## src/rtl/akh_pkg.sv

```systemverilog
package akh_pkg;

  // Fixed-point format and histogram geometry
  localparam int FRACTION_BITS   = 6;
  localparam int MAX_SPREAD_DEG  = 45;
  localparam int BIN_WIDTH_DEF   = 40;
  localparam int COUNT_WIDTH_DEF = 24;
  localparam int NUM_BINS        = 360;
  localparam int BIN_AW          = 9;
  localparam int ANGLE_W         = 16;
  localparam int SPREAD_W        = 12;
  localparam int SPREAD_RESET    = 704;

  localparam int UNIT_Q  = 1 << FRACTION_BITS;
  localparam int HALF_Q  = 180 << FRACTION_BITS;
  localparam int FULL_Q  = 360 << FRACTION_BITS;
  localparam int QW      = $clog2(FULL_Q);
  localparam int LIMIT_Q = MAX_SPREAD_DEG << FRACTION_BITS;

  // Kernel reach never exceeds MAX_SPREAD_DEG whole bins
  localparam int REACH_W = 7;
  localparam int SPAN_W  = REACH_W + 1;

  localparam int QUEUE_DEPTH = 2;

  // Number of shift-subtract steps that fold a 16-bit magnitude modulo HALF_Q
  function automatic int mod_steps_f();
    int n;
    n = 0;
    for (int k = 0; k < ANGLE_W; k++) begin
      if ((longint'(HALF_Q) << k) <= (longint'(1) << (ANGLE_W - 1))) n = k + 1;
    end
    return (n < 1) ? 1 : n;
  endfunction

  localparam int MOD_STEPS = mod_steps_f();
  localparam int MOD_SW    = (MOD_STEPS > 1) ? $clog2(MOD_STEPS) : 1;

  typedef enum logic [1:0] {
    FUNC_ADD   = 2'd0,
    FUNC_READ  = 2'd1,
    FUNC_CLEAR = 2'd2
  } func_t;

  // One classified item as it travels from front to back
  typedef struct packed {
    func_t               func;
    logic [QW-1:0]       centre;
    logic [QW-1:0]       spread;
    logic [REACH_W-1:0]  reach;
    logic [BIN_AW-1:0]   bin_index;
  } job_t;

  typedef enum logic [1:0] {
    F_IDLE,
    F_MOD,
    F_PUSH
  } front_state_t;

  typedef enum logic [3:0] {
    B_INIT,
    B_IDLE,
    B_SETUP,
    B_KERN,
    B_DRAIN,
    B_READ,
    B_RDW,
    B_CLEAR,
    B_DONE
  } back_state_t;

endpackage

```

## src/rtl/akh_front.sv

```systemverilog
module akh_front import akh_pkg::*; (
  input  logic                       clk,
  input  logic                       rst,
  input  logic                       in_valid,
  output logic                       in_ready,
  input  logic [1:0]                 func,
  input  logic signed [ANGLE_W-1:0]  angle_q,
  input  logic [BIN_AW-1:0]          bin_index,
  input  logic [SPREAD_W-1:0]        spread_q,
  output logic                       push_valid,
  input  logic                       push_ready,
  output job_t                       push_job
);

  front_state_t             state, state_next;
  job_t                     ent, ent_next;
  logic [ANGLE_W-1:0]       rem, rem_next;
  logic                     neg, neg_next;
  logic [MOD_SW-1:0]        step, step_next;

  logic [SPREAD_W-1:0]      sp_nz;
  logic [QW-1:0]            sp_eff;
  logic [QW:0]              sp_round;
  logic [ANGLE_W-1:0]       mag;
  logic [ANGLE_W+QW-1:0]    div_sh;
  logic [ANGLE_W-1:0]       rem_sub;
  logic [QW-1:0]            fold;

  // Clamp the spread and work out the kernel reach in whole bins
  always_comb begin
    sp_nz    = (spread_q == '0) ? SPREAD_W'(1) : spread_q;
    sp_eff   = (32'(sp_nz) > 32'(LIMIT_Q)) ? QW'(LIMIT_Q) : QW'(sp_nz);
    sp_round = (QW+1)'(sp_eff) + (QW+1)'(UNIT_Q - 1);
  end

  // One restoring step of the fold modulo 180 degrees
  always_comb begin
    mag     = angle_q[ANGLE_W-1] ? ANGLE_W'(-angle_q) : ANGLE_W'(angle_q);
    div_sh  = (ANGLE_W+QW)'(HALF_Q) << step;
    rem_sub = ((ANGLE_W+QW)'(rem) >= div_sh) ? (rem - ANGLE_W'(div_sh)) : rem;
    fold    = (neg && rem != '0) ? (QW'(HALF_Q) - QW'(rem)) : QW'(rem);
  end

  always_comb begin
    push_job        = ent;
    push_job.centre = fold;
  end

  // Accept, fold an add's angle, then hand the item to the queue
  always_comb begin
    state_next = state;
    ent_next   = ent;
    rem_next   = rem;
    neg_next   = neg;
    step_next  = step;
    in_ready   = 1'b0;
    push_valid = 1'b0;
    unique case (state)
      F_IDLE: begin
        in_ready = 1'b1;
        if (in_valid) begin
          ent_next.func      = func_t'(func);
          ent_next.bin_index = bin_index;
          ent_next.spread    = sp_eff;
          ent_next.reach     = REACH_W'(sp_round >> FRACTION_BITS);
          ent_next.centre    = '0;
          rem_next           = mag;
          neg_next           = angle_q[ANGLE_W-1];
          step_next          = MOD_SW'(MOD_STEPS - 1);
          state_next         = (func_t'(func) == FUNC_ADD) ? F_MOD : F_PUSH;
        end
      end
      F_MOD: begin
        rem_next = rem_sub;
        if (step == '0) state_next = F_PUSH;
        else            step_next  = step - 1'b1;
      end
      F_PUSH: begin
        push_valid = 1'b1;
        if (push_ready) state_next = F_IDLE;
      end
      default: state_next = F_IDLE;
    endcase
  end

  always_ff @(posedge clk) begin
    if (rst) begin
      state <= F_IDLE;
    end else begin
      state <= state_next;
    end
    ent  <= ent_next;
    rem  <= rem_next;
    neg  <= neg_next;
    step <= step_next;
  end

`ifndef SYNTHESIS
  a_fold_range: assert property (@(posedge clk) disable iff (rst)
    (state == F_PUSH && ent.func == FUNC_ADD) |-> (32'(rem) < 32'(HALF_Q)))
    else $error("folded angle not below half turn");
`endif

endmodule

```

## config.mk

```make
export PLATFORM = sky130hd
export DESIGN_NAME = akh_front
export DESIGN_NICKNAME = d
export VERILOG_FILES = /design/src/rtl/akh_pkg.sv /design/src/rtl/akh_front.sv
export SDC_FILE = /design/constraint.sdc
export NUM_CORES = 1
export LEC_CHECK = 0
export ABC_AREA = 1
export BUFFER_PORTS_ARGS = -buffer_cell sky130_fd_sc_hd__buf_4
export CAP_MARGIN = 20
export CORE_MARGIN = 3
export CORE_UTILIZATION = 56
export CTS_CLUSTER_DIAMETER = 100
export DETAILED_ROUTE_END_ITERATION = 8
export PLACE_DENSITY_LB_ADDON = 0.05
export SLEW_MARGIN = 0
export SYNTH_ARGS = -nofsm -noshare
export SYNTH_HDL_FRONTEND = slang
export SYNTH_SLANG_ARGS = --single-unit
```

## constraint.sdc

```tcl
create_clock -name clk -period 5.1 [get_ports clk]
set_clock_uncertainty 0.15 [all_clocks]
set_input_delay 0.255 -clock clk [delete_from_list [all_inputs] [get_ports clk]]
set_output_delay 0.255 -clock clk [all_outputs]
set_load 0.05 [all_outputs]
```

==> flow_metrics.py <==
metrics = {
    "clock_network": {
        "clock_latency_ps": 320,
        "cts_htree_levels": 2,
        "root_buffer": "clkbuf_8",
        "tritoncts": "done",
        "clock_path_buffers": 2,
        "clk_pin_slew_ps": 110,
        "ctsResizeCount": 0,
        "hold_buffers": 12,
        "cts_setup_buffers": 0,
        "cts_buffers": 5,
        "cts.sinks": 50,
    },
    "synth": {
        "synth_top_family_by_area": "simple AND/OR/NAND/NOR gates",
        "synth-seq-area-share": 0.474,
        "ys_ff_latch": 50,
        "synthSimpleGateAreaFrac": 0.268,
        "synth_area_leader_cell": "edfxtp_1",
        "synth.distinct_cells": 31,
        "synth_area_mm2": 0.00312,
        "synth_xor_area_frac": 0.0449,
        "yosysWarnings": 0,
        "syn_area_per_cell_um2": 8.09,
        "netlist.area_leader.share": 0.462,
        "synthCells": 386,
        "synthTopCellsByArea": "edfxtp_1, nand2_1, inv_1",
        "synth_mux_area_frac": 0,
        "synth_adder_area_share": 0.0361,
        "synth_compound_area_frac": 0.0821,
    },
    "detailed_routing": {
        "wire_per_inst_um": 13.6,
        "route.top_layer_used": "met4",
        "detail_route.vias_per_cell": 5.10,
        "firstDrtPassIters": 5,
        "wl_met3_um": 556,
        "drc": 0,
        "wl_met2_um": 4130,
        "m1WireLength_um": 2830,
        "first_iter_violations": 240,
        "postRouteAntennaNets": 0,
        "vias": 2867,
        "route.final.wire_length_um": 7640,
    },
    "worst_hold_path": {
        "hold_class": "in -> reg",
    },
    "timing": {
        "hold-worst-slack_ps": 13.2,
        "rsz0062_at_grt": "no",
        "slew_viol_final": 0,
        "fmax_mhz": 395,
        "period_share": 0.497,
        "final.setup.tns_ps": 0,
        "timing_hold_violations_final": 0,
        "finalSetupViolations": 0,
        "min_period_ps": 2530,
    },
    "global_routing": {
        "overflow": 0,
        "grt_antenna_before_repair": 0,
        "grt_first_pass_wirelength_um": 12500,
        "grt_pass1_vias": 2744,
        "grt_max_degree": 32,
        "grt_usage": 0.252,
    },
    "floorplanning": {
        "die_w_um": 80.7,
        "dieArea_mm2": 0.00651,
        "die_h_um": 80.7,
        "initial_core_util": 0.596,
        "ioPinCount": 93,
        "core_mm2": 0.00524,
        "num_rows": 26,
    },
    "status": {
        "outcome": "finished clean",
    },
    "pwr": {
        "switching_power_w": 0.000551,
        "p_per_area_mw_per_mm2": 327,
        "power.internal_w": 0.000781,
        "pwr-share-seq": 0.408,
        "p_leak_nw": 1.94,
        "power.share.clock": 0.188,
        "ir_worst_vdd_mv": 0.296,
        "switching_share": 0.414,
        "comb_power_share": 0.404,
    },
    "placement": {
        "detailed_place_hpwl_um": 5740,
        "port_buffers": 89,
        "place_congestion": 0.885,
    },
    "layout": {
        "area_delta_synth_final_pct": 30.6,
        "n_antenna_cell": 0,
        "final_nets": 543,
        "drive_gt1_frac": 0.240,
    },
    "setup_path": {
        "endpoint_kind": "flip-flop",
        "critPathRequiredTime_ps": 4980,
        "cp.arrival_ps": 2410,
        "crit_type": "reg -> reg",
        "crit_path_start_kind": "flip-flop",
        "cp_max_fo": 13,
    },
    "flow_run": {
        "maxCapViolCount": 0,
    },
}
[stage by stage]
step | worst slack (ps) | instance area, µm² | power, W | utilization | std cells
final | 2570 | 4080 | 0.00133 | 0.779 | 562
after global routing | 2320 | 4080 | 0.00140 | 0.779 | 562
after CTS | 2550 | 4080 | 0.00133 | 0.779 | 562
after detailed placement | 2570 | 3860 | 0.00108 | 0.738 | 542
after global placement | 2660 | 3860 | 0.00107 | 0.738 | 542
after floorplan | 1960 | 3130 | 0.000921 | - | 389
[cell usage after synthesis (all sizes together)]
cell type and instances:
a2111oi 1, a211oi 1, a21oi 15, a31oi 2, buf 6, clkbuf 3, conb 1, dfxtp 2
edfxtp 48, ha 9, inv 63, nand2 95, nand3 26, nand3b 2, nand4 9, nor2 50
nor3 8, o21ai 26, o22ai 3, xnor2 1, xor2 15
[power groups by stage]
| stage | combinational, W | clock, W | sequential [W] |
|---|---|---|---|
| 2_1_floorplan | 0.000299 | 0 | 0.000622 |
| 3_3_place_gp | 0.000518 | 0 | 0.000549 |
| 3_5_place_dp | 0.000529 | 0 | 0.000551 |
| 4_1_cts | 0.000537 | 0.000251 | 0.000542 |
| 5_1_grt | 0.000582 | 0.000268 | 0.000550 |
| 6_report | 0.000539 | 0.000250 | 0.000543 |
[path summary, 6_finish.rpt]
kind           startpoint      endpoint  slack, ps  depth (start not counted)
min          spread_q[11]  push_job[27]         10                          1
max reg2reg          step        rem[5]       2570                         10
max                  step        rem[5]       2570                         10
min reg2reg      state[1]      state[1]        420                          1
[routing by layer]
metal | vias up | track usage
li1 | 1462 | -
met1 | 1273 | 0.282
met2 | 118 | 0.464
met3 | 14 | 0.0661
met4 | 0 | 0.0760
met5 | - | 0
[flip-flops by register name (all words and copies together) (netlist names)]
register and count:
neg 1, push_job 30, rem 16, state 2
step 1
[final cells by class]
type	instances	area (µm²)
flip-flops and latches	50	1480
fillers	377	1160
clock inverters	3	26.3
multi-input cells	267	1370
inverters	63	239
repair buffers	104	811
clock buffers	5	68.8
well taps	70	87.6
[critical path, cell delays in order (launching register included)]
cell,delay [ps]
edfxtp_1,440
inv_1,120
ha_1,330
nand2_1,90
nor3_1,180
nand4_1,140
nand3_1,140
a21oi_1,80
ha_1,170
a31oi_1,150
buf_4,230
[layout by cell type, fill, tap and decap left out]
cell / instances
o21ai_1: 1
nand3_2: 1
inv_1: 61
clkbuf_8: 5
inv_4: 1
nand2_2: 6
o21ai_2: 1
inv_6: 3
dlygate4sd3_1: 12
nor2_1: 44
a211oi_1: 1
nor3_1: 8
inv_2: 1
o21ai_0: 24
nand4_1: 9
a31oi_1: 2
nand3_1: 25
a21oi_1: 15
a2111oi_0: 1
dfxtp_1: 2
nor2_4: 1
buf_4: 92
nor2_2: 5
o22ai_1: 3
nand3b_1: 2
conb_1: 4
nand2_4: 2
edfxtp_1: 48
ha_1: 9
xnor2_1: 1
nand2_1: 87
xor2_1: 15
[cell families after synthesis]
group | Yosys count
flops | 50
simple gates | 190
xor+xnor | 16
compound gates | 48
fa+ha+maj | 9
buf+inv | 72
other cells | 1
(Power assumes the default switching activity.)
