<file path="config.mk">
export PLATFORM = sky130hd
export DESIGN_NAME = akh_queue
export DESIGN_NICKNAME = d
export VERILOG_FILES = /design/src/rtl/akh_pkg.sv /design/src/rtl/akh_queue.sv
export SDC_FILE = /design/constraint.sdc
export NUM_CORES = 1
export LEC_CHECK = 0
export ABC_AREA = 1
export BUFFER_PORTS_ARGS = -buffer_cell sky130_fd_sc_hd__clkbuf_2
export CORE_MARGIN = 1.5
export CORE_UTILIZATION = 40
export CTS_BUF_LIST = sky130_fd_sc_hd__clkbuf_8
export DETAILED_ROUTE_END_ITERATION = 10
export PLACE_DENSITY = 0.64
export SKIP_CTS_REPAIR_TIMING = 1
export SLEW_MARGIN = 20
export SYNTH_ARGS = -nofsm -noshare
export SYNTH_HDL_FRONTEND = slang
export SYNTH_SLANG_ARGS = --single-unit
</file>
<file path="constraint.sdc">
create_clock -name clk -period 4.3 [get_ports clk]
set_input_delay 0.43 -clock clk [delete_from_list [all_inputs] [get_ports clk]]
set_output_delay 0.43 -clock clk [all_outputs]
set_load 0.1 [all_outputs]
</file>
<file path="src/rtl/akh_pkg.sv">
package akh_pkg;

  // Fixed-point format and histogram geometry
  localparam int FRACTION_BITS   = 6;
  localparam int MAX_SPREAD_DEG  = 45;
  localparam int BIN_WIDTH_DEF   = 40;
  localparam int COUNT_WIDTH_DEF = 24;
  localparam int NUM_BINS        = 360;
  localparam int BIN_AW          = 9;
  localparam int ANGLE_W         = 16;
  localparam int SPREAD_W        = 12;
  localparam int SPREAD_RESET    = 704;

  localparam int UNIT_Q  = 1 << FRACTION_BITS;
  localparam int HALF_Q  = 180 << FRACTION_BITS;
  localparam int FULL_Q  = 360 << FRACTION_BITS;
  localparam int QW      = $clog2(FULL_Q);
  localparam int LIMIT_Q = MAX_SPREAD_DEG << FRACTION_BITS;

  // Kernel reach never exceeds MAX_SPREAD_DEG whole bins
  localparam int REACH_W = 7;
  localparam int SPAN_W  = REACH_W + 1;

  localparam int QUEUE_DEPTH = 2;

  // Number of shift-subtract steps that fold a 16-bit magnitude modulo HALF_Q
  function automatic int mod_steps_f();
    int n;
    n = 0;
    for (int k = 0; k < ANGLE_W; k++) begin
      if ((longint'(HALF_Q) << k) <= (longint'(1) << (ANGLE_W - 1))) n = k + 1;
    end
    return (n < 1) ? 1 : n;
  endfunction

  localparam int MOD_STEPS = mod_steps_f();
  localparam int MOD_SW    = (MOD_STEPS > 1) ? $clog2(MOD_STEPS) : 1;

  typedef enum logic [1:0] {
    FUNC_ADD   = 2'd0,
    FUNC_READ  = 2'd1,
    FUNC_CLEAR = 2'd2
  } func_t;

  // One classified item as it travels from front to back
  typedef struct packed {
    func_t               func;
    logic [QW-1:0]       centre;
    logic [QW-1:0]       spread;
    logic [REACH_W-1:0]  reach;
    logic [BIN_AW-1:0]   bin_index;
  } job_t;

  typedef enum logic [1:0] {
    F_IDLE,
    F_MOD,
    F_PUSH
  } front_state_t;

  typedef enum logic [3:0] {
    B_INIT,
    B_IDLE,
    B_SETUP,
    B_KERN,
    B_DRAIN,
    B_READ,
    B_RDW,
    B_CLEAR,
    B_DONE
  } back_state_t;

endpackage

</file>
<file path="src/rtl/akh_queue.sv">
module akh_queue import akh_pkg::*; #(
  parameter int DEPTH = QUEUE_DEPTH
) (
  input  logic clk,
  input  logic rst,
  input  logic push_valid,
  output logic push_ready,
  input  job_t push_job,
  output logic pop_valid,
  input  logic pop_ready,
  output job_t pop_job
);

  localparam int PW = (DEPTH > 1) ? $clog2(DEPTH) : 1;
  localparam int CW = $clog2(DEPTH + 1);

  job_t          mem [DEPTH];
  logic [PW-1:0] wr_ptr;
  logic [PW-1:0] rd_ptr;
  logic [CW-1:0] count;
  logic          do_push;
  logic          do_pop;

  assign push_ready = (count != CW'(DEPTH));
  assign pop_valid  = (count != '0);
  assign pop_job    = mem[rd_ptr];
  assign do_push    = push_valid && push_ready;
  assign do_pop     = pop_valid && pop_ready;

  // Hold items in arrival order
  always_ff @(posedge clk) begin
    if (do_push) mem[wr_ptr] <= push_job;
  end

  // Advance pointers and track fill
  always_ff @(posedge clk) begin
    if (rst) begin
      wr_ptr <= '0;
      rd_ptr <= '0;
      count  <= '0;
    end else begin
      if (do_push) wr_ptr <= (wr_ptr == PW'(DEPTH - 1)) ? '0 : wr_ptr + 1'b1;
      if (do_pop)  rd_ptr <= (rd_ptr == PW'(DEPTH - 1)) ? '0 : rd_ptr + 1'b1;
      if (do_push && !do_pop)      count <= count + 1'b1;
      else if (do_pop && !do_push) count <= count - 1'b1;
    end
  end

`ifndef SYNTHESIS
  a_fill_bound: assert property (@(posedge clk) disable iff (rst)
    count <= CW'(DEPTH))
    else $error("queue fill beyond depth");
`endif

endmodule

</file>
==> results of run 1 <==
through the flow:
stage / utilization [%] / setup slack, ns
finish: 50.91 / 1.448
floorplan: - / 0.5101
global route: 50.91 / 1.311
detailed placement: 48.07 / 1.784
global placement: 48.07 / 1.787
CTS: 50.91 / 1.385
worst reg2reg max path, delay by kind of cell, from the launching register on:
| family | cells | cell delay (ns) |
|---|---|---|
| buffers and inverters | 2 | 0.57 |
| and+or+nand+nor | 3 | 0.80 |
| DFF | 1 | 0.34 |
state kept, by name (all words and copies together) (netlist names), named ones only:
name	count
count	2
mem	96
wr_ptr	1
rd_ptr	1
metal layers:
| layer | up-vias | share of wire, % | wire length [um] | global-route usage (%) |
|---|---|---|---|---|
| met5 | - | 0 | 0 | 0 |
| met4 | 0 | 1.2 | 75 | 5.525 |
| met3 | 8 | 6.3 | 380 | 4.526 |
| met2 | 69 | 49 | 2955 | 20.67 |
| met1 | 948 | 43 | 2613 | 14.48 |
| li1 | 926 | - | - | - |
worst min path at each step:
stage	slack (ns)	start	to
CTS	0.24	push_job[43]	mem[1][43]
global placement	0.48	rd_ptr	rd_ptr
floorplan	0.46	rd_ptr	register
global route	0.23	push_job[43]	mem[1][43]
finish	0.26	push_job[44]	mem[1][44]
detailed placement	0.50	rd_ptr	rd_ptr
cell type report:
cell class	instances	area, um2	share of cell area [%]
clock buffers	9	123.9	2.646
clock inverters	7	137.6	2.940
inverters	8	30.03	0.6414
multi-input cells	72	739.5	15.79
flip-flops and latches	101	2984	63.74
well taps	111	138.9	2.966
repair buffers	104	528.0	11.28
cells by family after synthesis:
kind of cell    after synthesis  share of synthesized area, %
simple gates                 19                         2.019
fa+ha+maj                     1                        0.3309
buf+inv                      13                         1.952
mux                          48                         16.28
compound gates                4                        0.5295
flops                       101                         78.89
cells in the final DEF, fill, tap and decap left out:
cell type and instances:
nand4_1 1, nand3_1 2, ha_1 1, clkbuf_8 9, mux2_2 28, clkinv_4 1, a21oi_1 2, nor2_1 5
dfxtp_1 4, clkbuf_2 101, dfxtp_2 1, nand2_1 9, mux2_4 20, edfxtp_1 96, nor2_4 2, buf_4 3
inv_1 8, clkinv_2 1, bufinv_16 4, clkinv_1 1, o21ai_0 2
==> flow_summary.json, run 1 <==
{
  "htree_levels": 3,
  "critical_path.max_fanout": 32,
  "rsz0062_at_grt": "no",
  "yosysWarnings": 0,
  "dp_cells": 396,
  "io_buffers": 101,
  "grt_pass1_wl_mm": 9.363,
  "drtIter0Drc": 51,
  "yosysMostFrequentCell": "edfxtp_1",
  "setup_tns_ns": 0,
  "hold_viol_final": 0,
  "crit_family": "flip-flops",
  "r2r-end": "mem[1][11]",
  "yosys-top-cells-area": "edfxtp_1 76%, mux2_2 8.3%, mux2_4 7.9%, dfxtp_1 2.6%, nand2_1 0.89%",
  "ys_seq_elements": 101,
  "die_y_um": 100.2,
  "initial_core_util_pct": 41.12,
  "critPathBufInv": 2,
  "clkSinkCount": 101,
  "pin_count": 102,
  "crit_end": "pop_job[28]",
  "fmax_mhz": 350.7,
  "root_buffer": "clkbuf_8",
  "wirelength_mm": 6.023,
  "core_mm2": 0.009196,
  "syn_area_mm2": 0.003781,
  "placed_area_mm2": 0.004420,
  "grt_max_degree": 33,
  "slew_headroom_pct": 45.73,
  "routed_via_density": 4.735,
  "drcViolationCount": 0,
  "synthFlopType": "edfxtp_1",
  "drtAntennaViolNets": 0,
  "postSynthAreaPerCell_um2": 20.33,
  "setup-violations-final": 0,
  "drv_slew": 0,
  "grt_remaining_overflow": 0,
  "yosysTopAreaCell": "edfxtp_1",
  "cts.reportedPaths.clkPinSlew_ns": 0.09,
  "die_w_um": 100.2,
  "drive_gt1_share_pct": 56.48,
  "worstSetupPathType": "reg2out",
  "crit_path_top_delay_cell": "dfxtp_2",
  "syn_nets": 239,
  "path_depth": 3,
  "fp-row-count": 35,
  "insertion_delay_ns": 0.35,
  "worst_slew_pin_slew_ns": 0.8141,
  "numCtsBuffers": 9,
  "wl_per_cell_um": 14.62,
  "fillers": 779,
  "cts_tree": "done",
  "r2r_slack_ns": 2.23,
  "r2r_start": "count[0]",
  "fin_hold_ws_ns": 0.2615,
  "synth.top_cells.by_count": "96 x edfxtp_1, 28 x mux2_2, 20 x mux2_4",
  "min_path_type": "in2reg",
  "yosysSeqAreaShare_pct": 78.89,
  "min_period_ns": 2.852,
  "gp_congestion": 0.7044,
  "yosysTopAreaCellShare_pct": 76.24,
  "min_period_over_period_pct": 66.32,
  "antenna_found_initial": 0,
  "num-nets-final": 349,
  "fin_cells": 412,
  "status": "finished, final reports clean",
  "rr_worst_depth": 5,
  "ys_async_sr_fraction_pct": 0,
  "fin_area_mm2": 0.004682,
  "antennaDiodeCount": 0,
  "path_cells": "buf_4, mux2_2, clkbuf_2",
  "hold_depth": 1,
  "crit_path_end_kind": "output pin",
  "fin_worst_skew_ns": 0.007080,
  "syn_inst": 186,
  "startpoint_type": "register",
  "cts_buffer_depth": 2,
  "track_usage_pct": 12.43,
  "cap_violations": 0,
  "cp_data_required_time_ns": 3.87,
  "vias": 1951,
  "crit_path_max_incr_delay_ns": 0.87,
  "first_pass_iters": 4,
  "synth_edf_count": 96,
  "die_area_mm2": 0.01005,
  "syn_to_final_growth_pct": 23.83,
  "grt_pass1_vias": 1964,
  "synth_cell_types": 14,
  "worst_ep_arrival_time_ns": 2.42
}
Power of run 1 is not shown: default switching activity piles up to over one toggle a cycle in this logic, so the estimate is an artifact.
==> run 2: changes to the inputs <==
--- a/config.mk
+++ b/config.mk
@@ -11,7 +11,7 @@
 export CORE_UTILIZATION = 40
 export CTS_BUF_LIST = sky130_fd_sc_hd__clkbuf_8
 export DETAILED_ROUTE_END_ITERATION = 10
-export PLACE_DENSITY = 0.64
+export PLACE_DENSITY = 0.66
 export SKIP_CTS_REPAIR_TIMING = 1
 export SLEW_MARGIN = 20
 export SYNTH_ARGS = -nofsm -noshare
==> constraint.sdc (replaced) <==
create_clock -name clk -period 2.35 [get_ports clk]
set_input_delay 0.235 -clock clk [delete_from_list [all_inputs] [get_ports clk]]
set_output_delay 0.235 -clock clk [all_outputs]
set_load 0.1 [all_outputs]
==> run 2 against run 1 <==
Effect of this change: via count shrank 0.62%; first-iteration DRC count shrank 20%; final area shrank 1.3%; register-to-register slack lost 1.4 ns; critical path depth is the same; global-route usage is essentially flat; routed wire length shrank 0.37%.
==> flow_summary.json, run 2 (synthesis results as in run 1) <==
{
  "first_pass_iters": 4,
  "antennaDiodeCount": 0,
  "status": "finished, final reports clean",
  "drtAntennaViolNets": 0,
  "worst_slew_pin_slew_ns": 0.5540,
  "clkSinkCount": 101,
  "utilization_pct": 50.24,
  "grt_max_degree": 28,
  "fmax_mhz": 485.8,
  "cts.reportedPaths.clkPinSlew_ns": 0.10,
  "min_period_over_period_pct": 87.60,
  "cp_data_required_time_ns": 2.12,
  "min_period_ns": 2.058,
  "worst_ep_arrival_time_ns": 1.82,
  "initial_core_util_pct": 41.12,
  "hold_depth": 1,
  "slew_headroom_pct": 63.22,
  "cts_buffer_depth": 2,
  "grt_remaining_overflow": 0,
  "grt_pass1_vias": 1956,
  "layout_setup_ws_ns": 0.2915,
  "crit_path_end_kind": "output pin",
  "gp_congestion": 0.6594,
  "drv_slew": 0,
  "r2r-end": "count[1]",
  "r2r_slack_ns": 0.79,
  "wirelength_mm": 6.001,
  "rsz0062_at_grt": "no",
  "vias": 1939,
  "layout_common_cells": "101 x clkbuf_2, 96 x edfxtp_1, 28 x mux2_2, 20 x mux2_4, 9 x clkbuf_8",
  "min_to": "mem[1][42]",
  "rr_worst_depth": 10,
  "post-place-ws_ns": 0.6501,
  "fin_worst_skew_ns": 0.01280,
  "die_w_um": 100.2,
  "fp-row-count": 35,
  "insertion_delay_ns": 0.35,
  "final_common_cell": "clkbuf_2",
  "track_usage_pct": 12.42,
  "htree_levels": 3,
  "io_buffers": 101,
  "post-dp-hpwl_mm": 4.120,
  "drive_gt1_share_pct": 56.91,
  "largest-register": "mem",
  "min_path_type": "in2reg",
  "pin_count": 102,
  "grt_pass1_wl_mm": 9.273,
  "hold_viol_final": 0,
  "core_mm2": 0.009196,
  "largest_reg_flops": 96,
  "antenna_found_initial": 0,
  "fillers": 813,
  "min-delay-start": "push_job[42]",
  "wl_per_cell_um": 14.46,
  "root_buffer": "clkbuf_8",
  "cap_violations": 0,
  "numCtsBuffers": 9,
  "drtIter0Drc": 41,
  "worstSetupPathType": "reg2out",
  "routed_via_density": 4.672,
  "startpoint_type": "register",
  "die_area_mm2": 0.01005,
  "setup_tns_ns": 0,
  "top_regs": "mem x96, count x2",
  "syn_to_final_growth_pct": 22.20,
  "drcViolationCount": 0,
  "cts_tree": "done",
  "fin_hold_ws_ns": 0.06797,
  "num-nets-final": 352,
  "critical_path.max_fanout": 25,
  "setup-violations-final": 0,
  "r2r_start": "count[0]",
  "die_y_um": 100.2
}
run 2: metal layers:
| metal | vias up | track usage (%) | routed length (um) |
|---|---|---|---|
| li1 | 937 | - | - |
| met1 | 931 | 14.59 | 2559 |
| met2 | 66 | 21.40 | 3055 |
| met3 | 5 | 3.760 | 323 |
| met4 | 0 | 4.875 | 61 |
| met5 | - | 0 | 0 |
run 2: stage by stage:
step           instances  area, um2
2_1_floorplan        186       3799
3_3_place_gp         399       4446
3_5_place_dp         399       4446
4_1_cts              415       4621
5_1_grt              415       4621
6_report             415       4621
run 2: worst max-delay path: stages (launching register included):
cell and delay (ns):
dfxtp_2 0.34, buf_4 0.36, mux2_2 0.38, clkbuf_2 0.37
run 2: how the worst max path moves through the flow:
| stage | cells past startpoint | end | start | slack [ns] |
|---|---|---|---|---|
| after floorplan | 4 | mem[0][0] | count[0] | 0.09 |
| after global placement | 3 | pop_job[30] | register | 0.68 |
| after detailed placement | 3 | pop_job[33] | register | 0.65 |
| after CTS | 3 | pop_job[33] | register | 0.24 |
| after global routing | 3 | pop_job[30] | register | 0.19 |
| final | 3 | pop_job[30] | register | 0.29 |
run 2: area by class of cell:
class,instances,area [um2],area share [%]
Multi-Input combinational cell,72,742.0,16.06
Clock inverter,7,51.30,1.110
Tap cell,111,138.9,3.006
Inverter,8,30.03,0.6499
Sequential cell,101,2984,64.58
Timing Repair Buffer,107,550.5,11.91
Clock buffer,9,123.9,2.681
Power of run 2 is left out for the same reason.
==> run 3: changes to the inputs <==
--- a/config.mk
+++ b/config.mk
@@ -6,11 +6,12 @@
 export NUM_CORES = 1
 export LEC_CHECK = 0
 export ABC_AREA = 1
-export BUFFER_PORTS_ARGS = -buffer_cell sky130_fd_sc_hd__clkbuf_2
+export BUFFER_PORTS_ARGS = -buffer_cell sky130_fd_sc_hd__buf_2
 export CORE_MARGIN = 1.5
 export CORE_UTILIZATION = 40
 export CTS_BUF_LIST = sky130_fd_sc_hd__clkbuf_8
 export DETAILED_ROUTE_END_ITERATION = 10
+export MAX_ROUTING_LAYER = met4
 export PLACE_DENSITY = 0.66
 export SKIP_CTS_REPAIR_TIMING = 1
 export SLEW_MARGIN = 20
==> run 3 against run 2 <==
Effect of this change: register-to-register slack barely moved; count of clock-buffer cells in the layout unchanged; routed wire length is 3.1% higher; clock skew hardly changed; fmax increased by 3.8%; hold slack got worse by 0.0011 ns; critical path type unchanged; critical path depth is the same; flip-flop and latch count unchanged; worst setup slack better by 0.075 ns; cell count is the same; final area up 0.35%; utilization increased by 0.18 points.
==> flow_summary.json, run 3 (synthesis results as in run 1) <==
{
  "status": "finished, final reports clean",
  "slew_headroom_pct": 66.86,
  "antenna_found_initial": 0,
  "drtAntennaViolNets": 0,
  "wl_per_cell_um": 14.91,
  "crit_end": "pop_job[30]",
  "gp_congestion": 0.6755,
  "min_period_ns": 1.983,
  "track_usage_pct": 12.90,
  "rsz0062_at_grt": "no",
  "pin_count": 102,
  "cap_violations": 0,
  "drv_slew": 0,
  "antennaDiodeCount": 0,
  "cp_data_required_time_ns": 2.12,
  "clkSinkCount": 101,
  "grt_pass1_wl_mm": 9.363,
  "drcViolationCount": 0,
  "r2r-end": "count[1]",
  "wirelength_mm": 6.187,
  "htree_levels": 3,
  "vias": 1957,
  "r2r_start": "count[0]",
  "initial_core_util_pct": 41.12,
  "final_common_cell": "buf_2",
  "grt_pass1_vias": 1938,
  "io_buffers": 101,
  "drive_gt1_share_pct": 56.91,
  "crit_path_end_kind": "output pin",
  "r2r_slack_ns": 0.80,
  "min_path_type": "in2reg",
  "worst_ep_arrival_time_ns": 1.75,
  "fmax_mhz": 504.3,
  "fin_worst_skew_ns": 0.01234,
  "first_pass_iters": 4,
  "syn_to_final_growth_pct": 22.63,
  "setup_tns_ns": 0,
  "root_buffer": "clkbuf_8",
  "largest_reg_flops": 96,
  "hold_viol_final": 0,
  "cts.reportedPaths.clkPinSlew_ns": 0.10,
  "routed_via_density": 4.716,
  "worst_slew_pin_slew_ns": 0.5005,
  "die_w_um": 100.2,
  "post-dp-hpwl_mm": 4.221,
  "die_area_mm2": 0.01005,
  "die_y_um": 100.2,
  "num-nets-final": 352,
  "min_period_over_period_pct": 84.38,
  "grt_max_degree": 28,
  "rr_worst_depth": 10,
  "numCtsBuffers": 9,
  "core_mm2": 0.009196,
  "cts_tree": "done",
  "insertion_delay_ns": 0.35,
  "top_regs": "mem x96, count x2",
  "startpoint_type": "register",
  "grt_remaining_overflow": 0,
  "largest-register": "mem",
  "worstSetupPathType": "reg2out",
  "drtIter0Drc": 80,
  "setup-violations-final": 0,
  "critical_path.max_fanout": 25,
  "fp-row-count": 35,
  "cts_buffer_depth": 2,
  "layout_common_cells": "101 x buf_2, 96 x edfxtp_1, 28 x mux2_2, 20 x mux2_4"
}
==> run 3: worst max-delay path: stages (launching register included) <==
cell and delay (ns):
dfxtp_2 0.33, buf_4 0.36, mux2_2 0.40, buf_2 0.29
==> run 3: cell type report <==
cell class	instances	area, um2
fill	801	4559
sequential	101	2984
inverter	8	30.03
multi-input combinational	72	742.0
tap	111	138.9
clock buffer	9	123.9
clock inverter	7	67.56
timing repair buffer	107	550.5
==> run 3: routing by layer <==
layer	track usage [%]	routed length, um	up-vias
li1	-	-	934
met1	15.57	2725	943
met2	20.67	3049	69
met3	3.064	301	11
met4	5.850	110	0
met5	-	0	-
==> run 3: worst min path at each step <==
stage	start	depth (start not counted)	to	slack, ns
3_3_place_gp	push_job[37]	1	mem[0][37]	0.42
4_1_cts	push_job[14]	1	mem[1][14]	0.05
2_1_floorplan	push_job[0]	0	mem[0][0]	0.33
5_1_grt	push_job[14]	1	mem[0][14]	0.04
6_report	push_job[14]	1	mem[1][14]	0.07
3_5_place_dp	push_job[32]	1	mem[0][32]	0.43
==> run 3: stage by stage <==
step / instances / hold slack [ns] / worst slack (ns) / utilization, % / area [um2]
final: 415 / 0.06683 / 0.3670 / 50.42 / 4637
after global routing: 415 / 0.04039 / 0.2797 / 50.42 / 4637
after CTS: 415 / 0.04585 / 0.3334 / 50.42 / 4637
after detailed placement: 399 / 0.4274 / 0.7245 / 48.34 / 4446
after global placement: 399 / 0.4226 / 0.7434 / 48.34 / 4446
after floorplan: 186 / 0.3339 / 0.08987 / - / 3799
Power of run 3 is left out for the same reason.
